**config.mk**
```make
export PLATFORM = sky130hd
export DESIGN_NAME = two_wire_humidity_sensor_master_core
export DESIGN_NICKNAME = d
export VERILOG_FILES = /design/src/hw/rtl/twhsm_pkg.sv /design/src/hw/rtl/two_wire_humidity_sensor_master_core.sv
export SDC_FILE = /design/constraint.sdc
export NUM_CORES = 1
export LEC_CHECK = 0
export BUFFER_PORTS_ARGS = -buffer_cell sky130_fd_sc_hd__buf_2
export CAP_MARGIN = 40
export CELL_PAD_IN_SITES_DETAIL_PLACEMENT = 1
export CELL_PAD_IN_SITES_GLOBAL_PLACEMENT = 1
export CORE_ASPECT_RATIO = 1.1
export CORE_UTILIZATION = 51
export CTS_BUF_LIST = sky130_fd_sc_hd__clkbuf_2
export DETAILED_ROUTE_END_ITERATION = 7
export HOLD_SLACK_MARGIN = 0.15
export PLACE_DENSITY = 0.87
export SLEW_MARGIN = 30
export SYNTH_ARGS = -nofsm -noshare
export SYNTH_HDL_FRONTEND = slang
export SYNTH_SLANG_ARGS = --single-unit
export TNS_END_PERCENT = 1
```
**constraint.sdc**
```tcl
create_clock -name i_clk -period 15 [get_ports i_clk]
set_input_delay 3 -clock i_clk [delete_from_list [all_inputs] [get_ports i_clk]]
set_output_delay 3 -clock i_clk [all_outputs]
set_load 0.005 [all_outputs]
```
**src/hw/rtl/twhsm_pkg.sv**
```systemverilog
// Package with the types, codes and helper functions of the two-wire sensor master.
package twhsm_pkg;

    // Configuration register indexes.
    localparam logic [2:0] CFG_SHORT_TICKS   = 3'd0;
    localparam logic [2:0] CFG_LONG_TICKS    = 3'd1;
    localparam logic [2:0] CFG_TIMEOUT_TICKS = 3'd2;
    localparam logic [2:0] CFG_CRC_ENABLE    = 3'd3;
    localparam logic [2:0] CFG_STATUS_MASK   = 3'd4;

    // Operation codes.
    localparam logic [2:0] OP_MEAS_TEMP    = 3'd0;
    localparam logic [2:0] OP_MEAS_HUMI    = 3'd1;
    localparam logic [2:0] OP_READ_STATUS  = 3'd2;
    localparam logic [2:0] OP_WRITE_STATUS = 3'd3;
    localparam logic [2:0] OP_RESET        = 3'd4;

    // Sensor command bytes.
    localparam logic [7:0] CMD_MEAS_TEMP    = 8'h03;
    localparam logic [7:0] CMD_MEAS_HUMI    = 8'h05;
    localparam logic [7:0] CMD_READ_STATUS  = 8'h07;
    localparam logic [7:0] CMD_WRITE_STATUS = 8'h06;
    localparam logic [7:0] CMD_SOFT_RESET   = 8'h1E;

    // Result status codes.
    localparam logic [1:0] ERR_OK      = 2'd0;
    localparam logic [1:0] ERR_NO_ACK  = 2'd1;
    localparam logic [1:0] ERR_TIMEOUT = 2'd2;
    localparam logic [1:0] ERR_CRC     = 2'd3;

    localparam logic [7:0] CRC_POLY    = 8'h31;
    localparam logic [3:0] RESET_CLOCKS = 4'd9;
    localparam logic [3:0] BYTE_BITS    = 4'd8;

    // Reset values of the configuration registers.
    localparam logic [15:0] SHORT_TICKS_RST   = 16'd50;
    localparam logic [15:0] LONG_TICKS_RST    = 16'd100;
    localparam logic [23:0] TIMEOUT_TICKS_RST = 24'd720000;
    localparam logic [7:0]  STATUS_MASK_RST   = 8'd7;

    typedef enum logic [4:0] {
        PH_IDLE, PH_RST_PRE, PH_RST_HI, PH_RST_LO,
        PH_ST0, PH_ST1, PH_ST2, PH_ST3, PH_ST4, PH_ST5, PH_ST6,
        PH_PB_SET, PH_PB_HI, PH_PB_LO, PH_PA_HI, PH_PA_END,
        PH_WAIT, PH_GB_HI, PH_GB_LO, PH_GA_SET, PH_GA_HI, PH_GA_LO
    } t_phase;

    typedef struct packed {
        logic       start_req;
        logic [2:0] opcode;
        logic [7:0] write_value;
        logic       data_in;
    } t_in_item;

    typedef struct packed {
        logic        sck;
        logic        data_oe;
        logic        data_out;
        logic        busy_res;
        logic        done_res;
        logic [15:0] read_value;
        logic [1:0]  status_code;
    } t_out_item;

    // Command byte of an operation; unknown codes give zero.
    function automatic logic [7:0] cmd_code(input logic [2:0] op);
        logic [7:0] c;
        case (op)
            OP_MEAS_TEMP:    c = CMD_MEAS_TEMP;
            OP_MEAS_HUMI:    c = CMD_MEAS_HUMI;
            OP_READ_STATUS:  c = CMD_READ_STATUS;
            OP_WRITE_STATUS: c = CMD_WRITE_STATUS;
            OP_RESET:        c = CMD_SOFT_RESET;
            default:         c = 8'h00;
        endcase
        return c;
    endfunction

    function automatic logic [7:0] rev8(input logic [7:0] v);
        logic [7:0] r;
        for (int i = 0; i < 8; i++) begin
            r[i] = v[7 - i];
        end
        return r;
    endfunction

    // One byte through the CRC-8, MSB first.
    function automatic logic [7:0] crc_update(input logic [7:0] crc, input logic [7:0] v);
        logic [7:0] c;
        c = crc ^ v;
        for (int i = 0; i < 8; i++) begin
            c = c[7] ? ({c[6:0], 1'b0} ^ CRC_POLY) : {c[6:0], 1'b0};
        end
        return c;
    endfunction

    // Phases timed by the long pulse length.
    function automatic logic is_long(input t_phase p);
        return (p == PH_RST_PRE) || (p == PH_RST_HI) || (p == PH_RST_LO) ||
               (p == PH_ST3) || (p == PH_PB_HI) || (p == PH_PA_HI) || (p == PH_GA_HI);
    endfunction

    // Received bytes before the optional CRC byte.
    function automatic logic [1:0] data_bytes(input logic [2:0] op);
        return (op == OP_READ_STATUS) ? 2'd1 : 2'd2;
    endfunction

    // True while receiving the final byte of the transfer.
    function automatic logic last_byte(input logic [1:0] idx, input logic [2:0] op,
                                       input logic crc_en);
        logic [1:0] lim;
        lim = ((op == OP_READ_STATUS) ? 2'd0 : 2'd1) + {1'b0, crc_en};
        return idx >= lim;
    endfunction

endpackage

```
**src/hw/rtl/two_wire_humidity_sensor_master_core.sv**
```systemverilog
// Tick-level two-wire sensor master: pin sequencer, CRC-8 check and result register.
//
//  channel   direction  handshake                  payload
//  input     in         i_in_valid / o_in_stall    i_in  (t_in_item, one tick)
//  output    out        o_out_valid / i_out_stall  o_out (t_out_item, pins and result)
//  config    in         i_cfg_we                   i_cfg_idx, i_cfg_data
//
// One item is one tick of the pin sequencer; a new item is accepted every cycle
// unless the input is stalled, set by the single state update ahead of the
// result register. Each accepted item gives one result item in the next cycle.
// A stalled result is held in the result register, and the input is stalled only
// while that register is full and the output side stalls.
// Reset (synchronous, active low) returns to idle with the default configuration.
module two_wire_humidity_sensor_master_core
    import twhsm_pkg::*;
(
    input  logic       i_clk,
    input  logic       i_rst_n,
    input  logic       i_cfg_we,
    input  logic [2:0] i_cfg_idx,
    input  logic [23:0] i_cfg_data,
    input  logic       i_in_valid,
    output logic       o_in_stall,
    input  t_in_item   i_in,
    output logic       o_out_valid,
    input  logic       i_out_stall,
    output t_out_item  o_out
);

    logic [15:0] r_short_ticks;
    logic [15:0] r_long_ticks;
    logic [23:0] r_timeout_ticks;
    logic        r_crc_enable;
    logic [7:0]  r_status_mask;

    t_phase      r_phase, n_phase;
    logic [2:0]  r_held_op, n_held_op;
    logic [15:0] r_tick, n_tick;
    logic [3:0]  r_bit, n_bit;
    logic [1:0]  r_byte_idx, n_byte_idx;
    logic [7:0]  r_shift, n_shift;
    logic [7:0]  r_crc, n_crc;
    logic [7:0]  r_status_copy, n_status_copy;
    logic [15:0] r_value, n_value;
    logic [23:0] r_wait, n_wait;
    logic [1:0]  r_error, n_error;
    logic        n_done;

    t_out_item   r_out, n_out;
    logic        r_out_valid;

    logic        in_accept;
    logic        phase_end;
    logic [15:0] tick_inc;
    logic [15:0] dur;
    logic [23:0] wait_inc;
    logic [23:0] wait_lim;
    logic        dout;

    assign o_in_stall  = r_out_valid && i_out_stall;
    assign in_accept   = i_in_valid && !o_in_stall;
    assign o_out_valid = r_out_valid;
    assign o_out       = r_out;

    // Configuration registers.
    always_ff @(posedge i_clk) begin
        if (!i_rst_n) begin
            r_short_ticks   <= SHORT_TICKS_RST;
            r_long_ticks    <= LONG_TICKS_RST;
            r_timeout_ticks <= TIMEOUT_TICKS_RST;
            r_crc_enable    <= 1'b1;
            r_status_mask   <= STATUS_MASK_RST;
        end else if (i_cfg_we) begin
            case (i_cfg_idx)
                CFG_SHORT_TICKS:   r_short_ticks   <= i_cfg_data[15:0];
                CFG_LONG_TICKS:    r_long_ticks    <= i_cfg_data[15:0];
                CFG_TIMEOUT_TICKS: r_timeout_ticks <= i_cfg_data;
                CFG_CRC_ENABLE:    r_crc_enable    <= i_cfg_data[0];
                CFG_STATUS_MASK:   r_status_mask   <= i_cfg_data[7:0];
                default: ;
            endcase
        end
    end

    // Next state for one tick.
    always_comb begin
        n_phase       = r_phase;
        n_held_op     = r_held_op;
        n_tick        = r_tick;
        n_bit         = r_bit;
        n_byte_idx    = r_byte_idx;
        n_shift       = r_shift;
        n_crc         = r_crc;
        n_status_copy = r_status_copy;
        n_value       = r_value;
        n_wait        = r_wait;
        n_error       = r_error;
        n_done        = 1'b0;
        phase_end     = 1'b0;

        tick_inc = r_tick + 16'd1;
        wait_inc = r_wait + 24'd1;
        dur      = is_long(r_phase) ? r_long_ticks : r_short_ticks;
        if (dur == 16'd0) begin
            dur = 16'd1;
        end
        wait_lim = (r_timeout_ticks == 24'd0) ? 24'd1 : r_timeout_ticks;

        case (r_phase)
            PH_IDLE: begin
                if (i_in.start_req && i_in.opcode <= OP_RESET) begin
                    n_held_op  = i_in.opcode;
                    n_error    = ERR_OK;
                    n_value    = '0;
                    n_tick     = '0;
                    n_bit      = '0;
                    n_byte_idx = '0;
                    n_wait     = '0;
                    n_shift    = '0;
                    if (i_in.opcode <= OP_READ_STATUS) begin
                        n_crc = rev8(r_status_copy & r_status_mask);
                    end
                    if (i_in.opcode == OP_WRITE_STATUS) begin
                        n_status_copy = i_in.write_value & r_status_mask;
                    end
                    if (i_in.opcode == OP_RESET) begin
                        n_status_copy = '0;
                        n_phase       = PH_RST_PRE;
                    end else begin
                        n_phase = PH_ST0;
                    end
                end
            end
            PH_WAIT: begin
                // The sensor pulls data low when the measurement is ready.
                if (!i_in.data_in) begin
                    n_tick     = '0;
                    n_byte_idx = '0;
                    n_bit      = '0;
                    n_shift    = '0;
                    n_phase    = PH_GB_HI;
                end else begin
                    n_wait = wait_inc;
                    if (wait_inc >= wait_lim) begin
                        n_error = ERR_TIMEOUT;
                        n_value = '0;
                        n_phase = PH_IDLE;
                        n_done  = 1'b1;
                    end
                end
            end
            default: begin
                n_tick = tick_inc;
                if (tick_inc >= dur) begin
                    n_tick    = '0;
                    phase_end = 1'b1;
                end
            end
        endcase

        // Work done at the end of a timed phase.
        if (phase_end) begin
            case (r_phase)
                PH_RST_PRE: begin
                    n_bit   = '0;
                    n_phase = PH_RST_HI;
                end
                PH_RST_HI: n_phase = PH_RST_LO;
                PH_RST_LO: begin
                    n_bit   = r_bit + 4'd1;
                    n_phase = (n_bit >= RESET_CLOCKS) ? PH_ST0 : PH_RST_HI;
                end
                PH_ST0: n_phase = PH_ST1;
                PH_ST1: n_phase = PH_ST2;
                PH_ST2: n_phase = PH_ST3;
                PH_ST3: n_phase = PH_ST4;
                PH_ST4: n_phase = PH_ST5;
                PH_ST5: n_phase = PH_ST6;
                PH_ST6: begin
                    n_shift    = cmd_code(r_held_op);
                    n_bit      = '0;
                    n_byte_idx = '0;
                    n_phase    = PH_PB_SET;
                end
                PH_PB_SET: n_phase = PH_PB_HI;
                PH_PB_HI:  n_phase = PH_PB_LO;
                PH_PB_LO: begin
                    n_shift = {r_shift[6:0], 1'b0};
                    n_bit   = r_bit + 4'd1;
                    n_phase = (n_bit >= BYTE_BITS) ? PH_PA_HI : PH_PB_SET;
                end
                PH_PA_HI: begin
                    if (i_in.data_in) begin
                        n_error = ERR_NO_ACK;
                    end
                    n_phase = PH_PA_END;
                end
                PH_PA_END: begin
                    // A byte has been sent: decide what follows it.
                    if (r_error != ERR_OK) begin
                        n_value = (r_held_op == OP_READ_STATUS) ? 16'h00FF : 16'h0000;
                        n_phase = PH_IDLE;
                        n_done  = 1'b1;
                    end else if (r_byte_idx != 2'd0) begin
                        n_phase = PH_IDLE;
                        n_done  = 1'b1;
                    end else begin
                        if (r_held_op <= OP_READ_STATUS) begin
                            n_crc = crc_update(r_crc, cmd_code(r_held_op));
                        end
                        case (r_held_op)
                            OP_MEAS_TEMP, OP_MEAS_HUMI: begin
                                n_wait  = '0;
                                n_phase = PH_WAIT;
                            end
                            OP_READ_STATUS: begin
                                n_byte_idx = '0;
                                n_bit      = '0;
                                n_shift    = '0;
                                n_phase    = PH_GB_HI;
                            end
                            OP_WRITE_STATUS: begin
                                n_shift    = r_status_copy;
                                n_byte_idx = 2'd1;
                                n_bit      = '0;
                                n_phase    = PH_PB_SET;
                            end
                            default: begin
                                n_phase = PH_IDLE;
                                n_done  = 1'b1;
                            end
                        endcase
                    end
                end
                PH_GB_HI: begin
                    n_shift = {r_shift[6:0], i_in.data_in};
                    n_phase = PH_GB_LO;
                end
                PH_GB_LO: begin
                    n_bit   = r_bit + 4'd1;
                    n_phase = (n_bit >= BYTE_BITS) ? PH_GA_SET : PH_GB_HI;
                end
                PH_GA_SET: n_phase = PH_GA_HI;
                PH_GA_HI:  n_phase = PH_GA_LO;
                PH_GA_LO: begin
                    // A byte has been received: data bytes feed the CRC, the
                    // last one may be the CRC itself.
                    if (r_byte_idx < data_bytes(r_held_op)) begin
                        n_value = {r_value[7:0], r_shift};
                        n_crc   = crc_update(r_crc, r_shift);
                    end else if (rev8(r_shift) != r_crc) begin
                        n_error = ERR_CRC;
                        n_value = (r_held_op == OP_READ_STATUS) ? 16'h00FF : 16'hFFFF;
                    end
                    if (last_byte(r_byte_idx, r_held_op, r_crc_enable)) begin
                        n_phase = PH_IDLE;
                        n_done  = 1'b1;
                    end else begin
                        n_byte_idx = r_byte_idx + 2'd1;
                        n_bit      = '0;
                        n_shift    = '0;
                        n_phase    = PH_GB_HI;
                    end
                end
                default: n_phase = PH_IDLE;
            endcase
        end

        // Pin levels and result for the state after this tick.
        n_out = '0;
        dout  = 1'b0;
        case (n_phase)
            PH_RST_PRE, PH_RST_LO, PH_ST0, PH_ST6: begin
                n_out.data_oe = 1'b1;
                dout          = 1'b1;
            end
            PH_RST_HI, PH_ST1, PH_ST5: begin
                n_out.sck     = 1'b1;
                n_out.data_oe = 1'b1;
                dout          = 1'b1;
            end
            PH_ST2, PH_ST4: begin
                n_out.sck     = 1'b1;
                n_out.data_oe = 1'b1;
            end
            PH_ST3: n_out.data_oe = 1'b1;
            PH_PB_SET, PH_PB_LO: begin
                n_out.data_oe = 1'b1;
                dout          = n_shift[7];
            end
            PH_PB_HI: begin
                n_out.sck     = 1'b1;
                n_out.data_oe = 1'b1;
                dout          = n_shift[7];
            end
            PH_PA_HI, PH_PA_END, PH_GB_HI: n_out.sck = 1'b1;
            PH_GA_SET, PH_GA_LO: begin
                n_out.data_oe = 1'b1;
                dout          = last_byte(n_byte_idx, n_held_op, r_crc_enable);
            end
            PH_GA_HI: begin
                n_out.sck     = 1'b1;
                n_out.data_oe = 1'b1;
                dout          = last_byte(n_byte_idx, n_held_op, r_crc_enable);
            end
            default: ;
        endcase
        n_out.data_out    = n_out.data_oe && dout;
        n_out.busy_res    = (n_phase != PH_IDLE);
        n_out.done_res    = n_done;
        n_out.read_value  = n_value;
        n_out.status_code = n_error;
    end

    // Sequencer state, advanced once per accepted item.
    always_ff @(posedge i_clk) begin
        if (!i_rst_n) begin
            r_phase       <= PH_IDLE;
            r_held_op     <= '0;
            r_tick        <= '0;
            r_bit         <= '0;
            r_byte_idx    <= '0;
            r_shift       <= '0;
            r_crc         <= '0;
            r_status_copy <= '0;
            r_value       <= '0;
            r_wait        <= '0;
            r_error       <= '0;
        end else if (in_accept) begin
            r_phase       <= n_phase;
            r_held_op     <= n_held_op;
            r_tick        <= n_tick;
            r_bit         <= n_bit;
            r_byte_idx    <= n_byte_idx;
            r_shift       <= n_shift;
            r_crc         <= n_crc;
            r_status_copy <= n_status_copy;
            r_value       <= n_value;
            r_wait        <= n_wait;
            r_error       <= n_error;
        end
    end

    // Result register.
    always_ff @(posedge i_clk) begin
        if (!i_rst_n) begin
            r_out_valid <= 1'b0;
        end else if (in_accept) begin
            r_out_valid <= 1'b1;
        end else if (!i_out_stall) begin
            r_out_valid <= 1'b0;
        end
    end

    always_ff @(posedge i_clk) begin
        if (in_accept) begin
            r_out <= n_out;
        end
    end

    // Every accepted item leaves a result behind it.
    a_accept_gives_result: assert property (@(posedge i_clk) disable iff (!i_rst_n)
        in_accept |=> r_out_valid)
        else $error("accepted item did not produce a result");

    // A pending done result means the sequencer has already returned to idle.
    a_done_means_idle: assert property (@(posedge i_clk) disable iff (!i_rst_n)
        (r_out_valid && r_out.done_res) |-> (r_phase == PH_IDLE))
        else $error("done reported while sequencer still active");

    // The ready wait is only entered by a measurement.
    a_wait_only_meas: assert property (@(posedge i_clk) disable iff (!i_rst_n)
        (r_phase == PH_WAIT) |-> (r_held_op == OP_MEAS_TEMP || r_held_op == OP_MEAS_HUMI))
        else $error("ready wait outside a measurement");

    // At most a data pair and a CRC byte are received.
    a_byte_idx_range: assert property (@(posedge i_clk) disable iff (!i_rst_n)
        in_accept |=> (r_byte_idx != 2'd3))
        else $error("byte index out of range");

endmodule
```
======== Word-level counts from Yosys, hierarchy flattened ========
Index checks and enable logic that the tools add are counted.
word-level totals
  register bits ........................... 185
  bits of input ports ..................... 45
  output and inout bits ................... 25
  logic and storage cells ................. 283
cells by class
  add/sub/neg operators ................... 6
  magnitude comparators ................... 10
  eq/ne operators ......................... 55
  mux-type cells .......................... 130
  bitwise operators ....................... 20
  reduce and logical (&&, ||, !) cells .... 38
operators with widths
  cell                                                                   count
  16-bit 2-to-1 mux                                                      13
  24-bit 2-to-1 mux                                                      8
  8-bit 2-to-1 mux                                                       22
  5-bit one-hot mux with 20 select lines                                 1
  6-bit 2-to-1 mux                                                       16
  16-bit one-hot mux with 2 select lines                                 3
  5-bit by 4-bit equality test with 1-bit output, second input constant  16
  5-bit equality test, second input constant                             10
  3-bit NOT                                                              16
  24-bit one-hot mux with 2 select lines                                 1
  8-bit one-hot mux with 2 select lines                                  3
  5-bit by 3-bit equality test with 1-bit output, second input constant  8
  8-bit one-hot mux with 5 select lines                                  1
  5-bit 2-to-1 mux                                                       7
  2-bit 2-to-1 mux                                                       15
  4-bit 2-to-1 mux                                                       7
  5-bit one-hot mux with 5 select lines                                  1
  24-bit by 1-bit adder with 24-bit output, second input constant        1
  24-bit greater-or-equal comparator                                     1
  24-bit logical NOT                                                     1
  5-bit by 2-bit equality test with 1-bit output, second input constant  4
  3-bit by 2-bit equality test with 1-bit output, second input constant  6
  16-bit by 1-bit adder with 16-bit output, second input constant        1
  8-bit bitwise AND                                                      2
  other kinds (43)                                                       95

======== Depth between registers and ports, before layout ========
  word-level depth ........................ 36
  depth in mapped cells ................... 25
  depth with buffers taken out ............ 23

======== Worst setup path after synthesis ========
OpenSTA, ideal clock, no wires.
  kind .................................... in2out
  start point ............................. in i_out_stall
  end point ............................... out o_in_stall
  arrival time ............................ 3.120 ns
  slack ................................... 8.880 ns
  stages on the path ...................... 2
  buffers on the path ..................... 0
  cell sequence ........................... nand2_1 -> inv_1
on the way
  longest elaborated chain between the ends .. 1
ends and longest elaborated chain
  item                line                                        text
  start: declaration  two_wire_humidity_sensor_master_core.sv:26  input logic i_out_stall,
  1-bit logical AND   two_wire_humidity_sensor_master_core.sv:60  assign o_in_stall = r_out_valid && i_out_stall;
  end: declaration    two_wire_humidity_sensor_master_core.sv:23  output logic o_in_stall,
No other way between the ends.

======== Final worst setup path ========
Ends and elaborated chain as after synthesis.

==> metrics.txt <==
status=finished clean; final worst slack=8.66 ns; clock share of power=29.5%; Final Cell Area=12000 µm²; Crit. End Element=primary output; Row Count=56; reg2reg path depth=25; Max VDD drop=0.0524 mV; DR vias/cell=6.08; first-pass GRT wire length=55.5 mm; Mapped Nets=1532; cts hold-fix bufs=0; crit path launch type=input port; Placed Area=11600 µm²; Pleak=4.55 nW; Core Util, Final=55.8%; setup TNS=0 ns; maxcap violations=0; Cell Area, Synth=11200 µm²; synth warn=0; Min Clock Period, post-route=6.34 ns; Hold WS=0.484 ns; Root Driver=clkbuf_2; Slew HR=41.1%; critical path type=in2out; CTS sink count=185; Net Sw Power=0.332 mW; Synth top area share=28.9%; GPL Wtd Cong=0.900; CP peak stage delay=0.12 ns; 1st-iter DRT viols=558; Routed WL=34.3 mm; Cell variety after synth=93; Gate power share=16.8%; clk_skew=0.0538 ns; fin crit share=42.3%; Main synth FF type=dfxtp_1; synth top area cells=dfxtp_1 29%, nand2_1 8.1%, a21oi_1 6.4%; number of global-route vias before repair=10800; Final HPWL DP=25.1 mm; CP Cell Sequence=buf_2, nand2_1, inv_1, buf_2; maximum fanout along the worst path=2; Tightest Pin Transition=0.884 ns; Yosys reg bits=185; fillers=2737; Worst Hold Class=reg2reg; slowest stage cell, crit path=buf_2; I/O Buffers=69; sequential area share after synthesis=35.0%; chip width=144 µm; Initial Util=52.4%; Final Hold Fails=0; Core ar.=21400 µm²; pin count of the biggest net entering global routing=74; Highest Clock Rate=158 MHz; final net count=1540; Die ar.=22600 µm²; commonest non-fill, non-tap cell in the layout=nand2_1; Cells after Synth=1435; synth-to-layout area growth=6.41%; total grt overflow=0; share of cells above drive strength 1=11.0%; via count=10600; Int Power=0.673 mW; GRT Total Usage=31.3%; Cell Count, Final, Fillers Out=1747; Post-Place Worst Slack=8.66 ns; pwr/cell area=84.1 nW/µm²; DR WL/cell=19.6 µm; Inst Count DP=1712; post-route ant nets=0; fin. max-slew vios=0; Worst EP required=12.00 ns; drc violations=0; CP arrival=3.34 ns; Synth async-reset ratio=0%; 1st-pass router iterations=7; endpoints failing setup=0; switching part of the total=33.0%; clock latency on the worst-skew pair=0.83 ns; # resized after CTS=0; Syn Area/Cell=7.83 µm²; Pwr Total=1.01 mW; WHS Path Cells=2; CTS tree=built; Yosys top cell by area=dfxtp_1; antenna violations before repair=1; sequential fraction of design power=53.8%; Post-CTS Setup Bufs=0; commonest cells after routing, fill and taps aside=241 x nand2_1, 162 x dfxtp_1, 145 x nor2_1, 143 x a21oi_1, 69 x buf_2; clock buffer depth=2; TritonCTS Buffers=17; Post-synth EDFFs=23; RSZ-0062 raised after global routing=false; maximum level of the CTS H-tree=4; Worst-path clk slew=0.32 ns; CP dominant cell by count=buf_2; chip height=158 µm; I/O pins=70
## sequential cells by signal, summed over array words and instances (netlist names), 4 cells and up
name             cells
r_shift              8
r_short_ticks       16
r_phase              5
r_tick              16
r_value             16
r_timeout_ticks     24
r_status_copy        8
r_crc                8
r_bit                4
r_wait              24
r_long_ticks        16
o_out               23
r_status_mask        8
## layer usage
| metal | wire length (µm) | vias to the layer above | global-route usage [%] |
|---|---|---|---|
| met1 | 14900 | 5222 | 38.4 |
| met5 | 0 | - | 0 |
| met3 | 1180 | 75 | 4.14 |
| met4 | 958 | 0 | 11.7 |
| li1 | - | 5088 | - |
| met2 | 17200 | 242 | 55.3 |
## power by group through the flow
stage	logic (mW)	registers, mW	clock network [mW]
6_report	0.169	0.540	0.296
5_1_grt	0.185	0.543	0.320
4_1_cts	0.167	0.540	0.302
3_5_place_dp	0.166	0.549	0
3_3_place_gp	0.159	0.548	0
2_1_floorplan	0.125	0.539	0
## synth_stat cells, types with 8 or more instances
cell / count
nand2_1: 241
nand3_1: 36
inv_1: 43
o21ai_1: 17
nor4_1: 11
a22oi_1: 41
dfxtp_1: 162
o21ai_0: 66
nand2b_1: 9
xnor2_1: 57
o221ai_1: 8
a21oi_1: 143
mux2i_1: 19
nor2_1: 146
nor3_1: 23
xor2_1: 31
and3_1: 13
clkbuf_1: 64
buf_2: 17
edfxtp_1: 23
or3_1: 8
o211ai_1: 21
nand4_1: 31
ha_1: 52
## worst max-delay path, delay by kind of cell
family	cells	cell delay, ns
buffers and inverters	3	0.26
and+or+nand+nor	1	0.07
## logic make-up (layout without fill, tap and decap cells)
group / after synthesis / after routing / share of synthesized area [%]
and+or+nand+nor: 572 / 572 / 23.7
AOI/OAI and AO/OA: 380 / 380 / 21.7
DFF: 185 / 185 / 35.0
buffers and inverters: 138 / 159 / 5.19
xor gates and xnor gates: 88 / 88 / 6.86
adders and majority gates: 52 / 52 / 5.79
muxes: 20 / 20 / 1.83
other: 0 / 1 / 0
## cell type report
cell class,instances,area [µm²],area share (%)
diodes,1,2.50,0.0209
clock buffers,17,85.1,0.712
well taps,290,363,3.03
inverters,45,173,1.44
clock inverters,15,206,1.73
multi-input cells,1112,6730,56.3
repair buffers,82,467,3.90
flip-flops and latches,185,3930,32.9
## worst paths after layout
kind,end,slack (ns),startpoint
hold / removal,r_short_ticks[7],0.48,r_short_ticks[7]
hold reg to reg,r_short_ticks[7],0.48,r_short_ticks[7]
setup reg to reg,o_out[20],8.84,r_phase[1]
setup / recovery,o_in_stall,8.66,i_out_stall
Power figures use the tool's default switching activity.
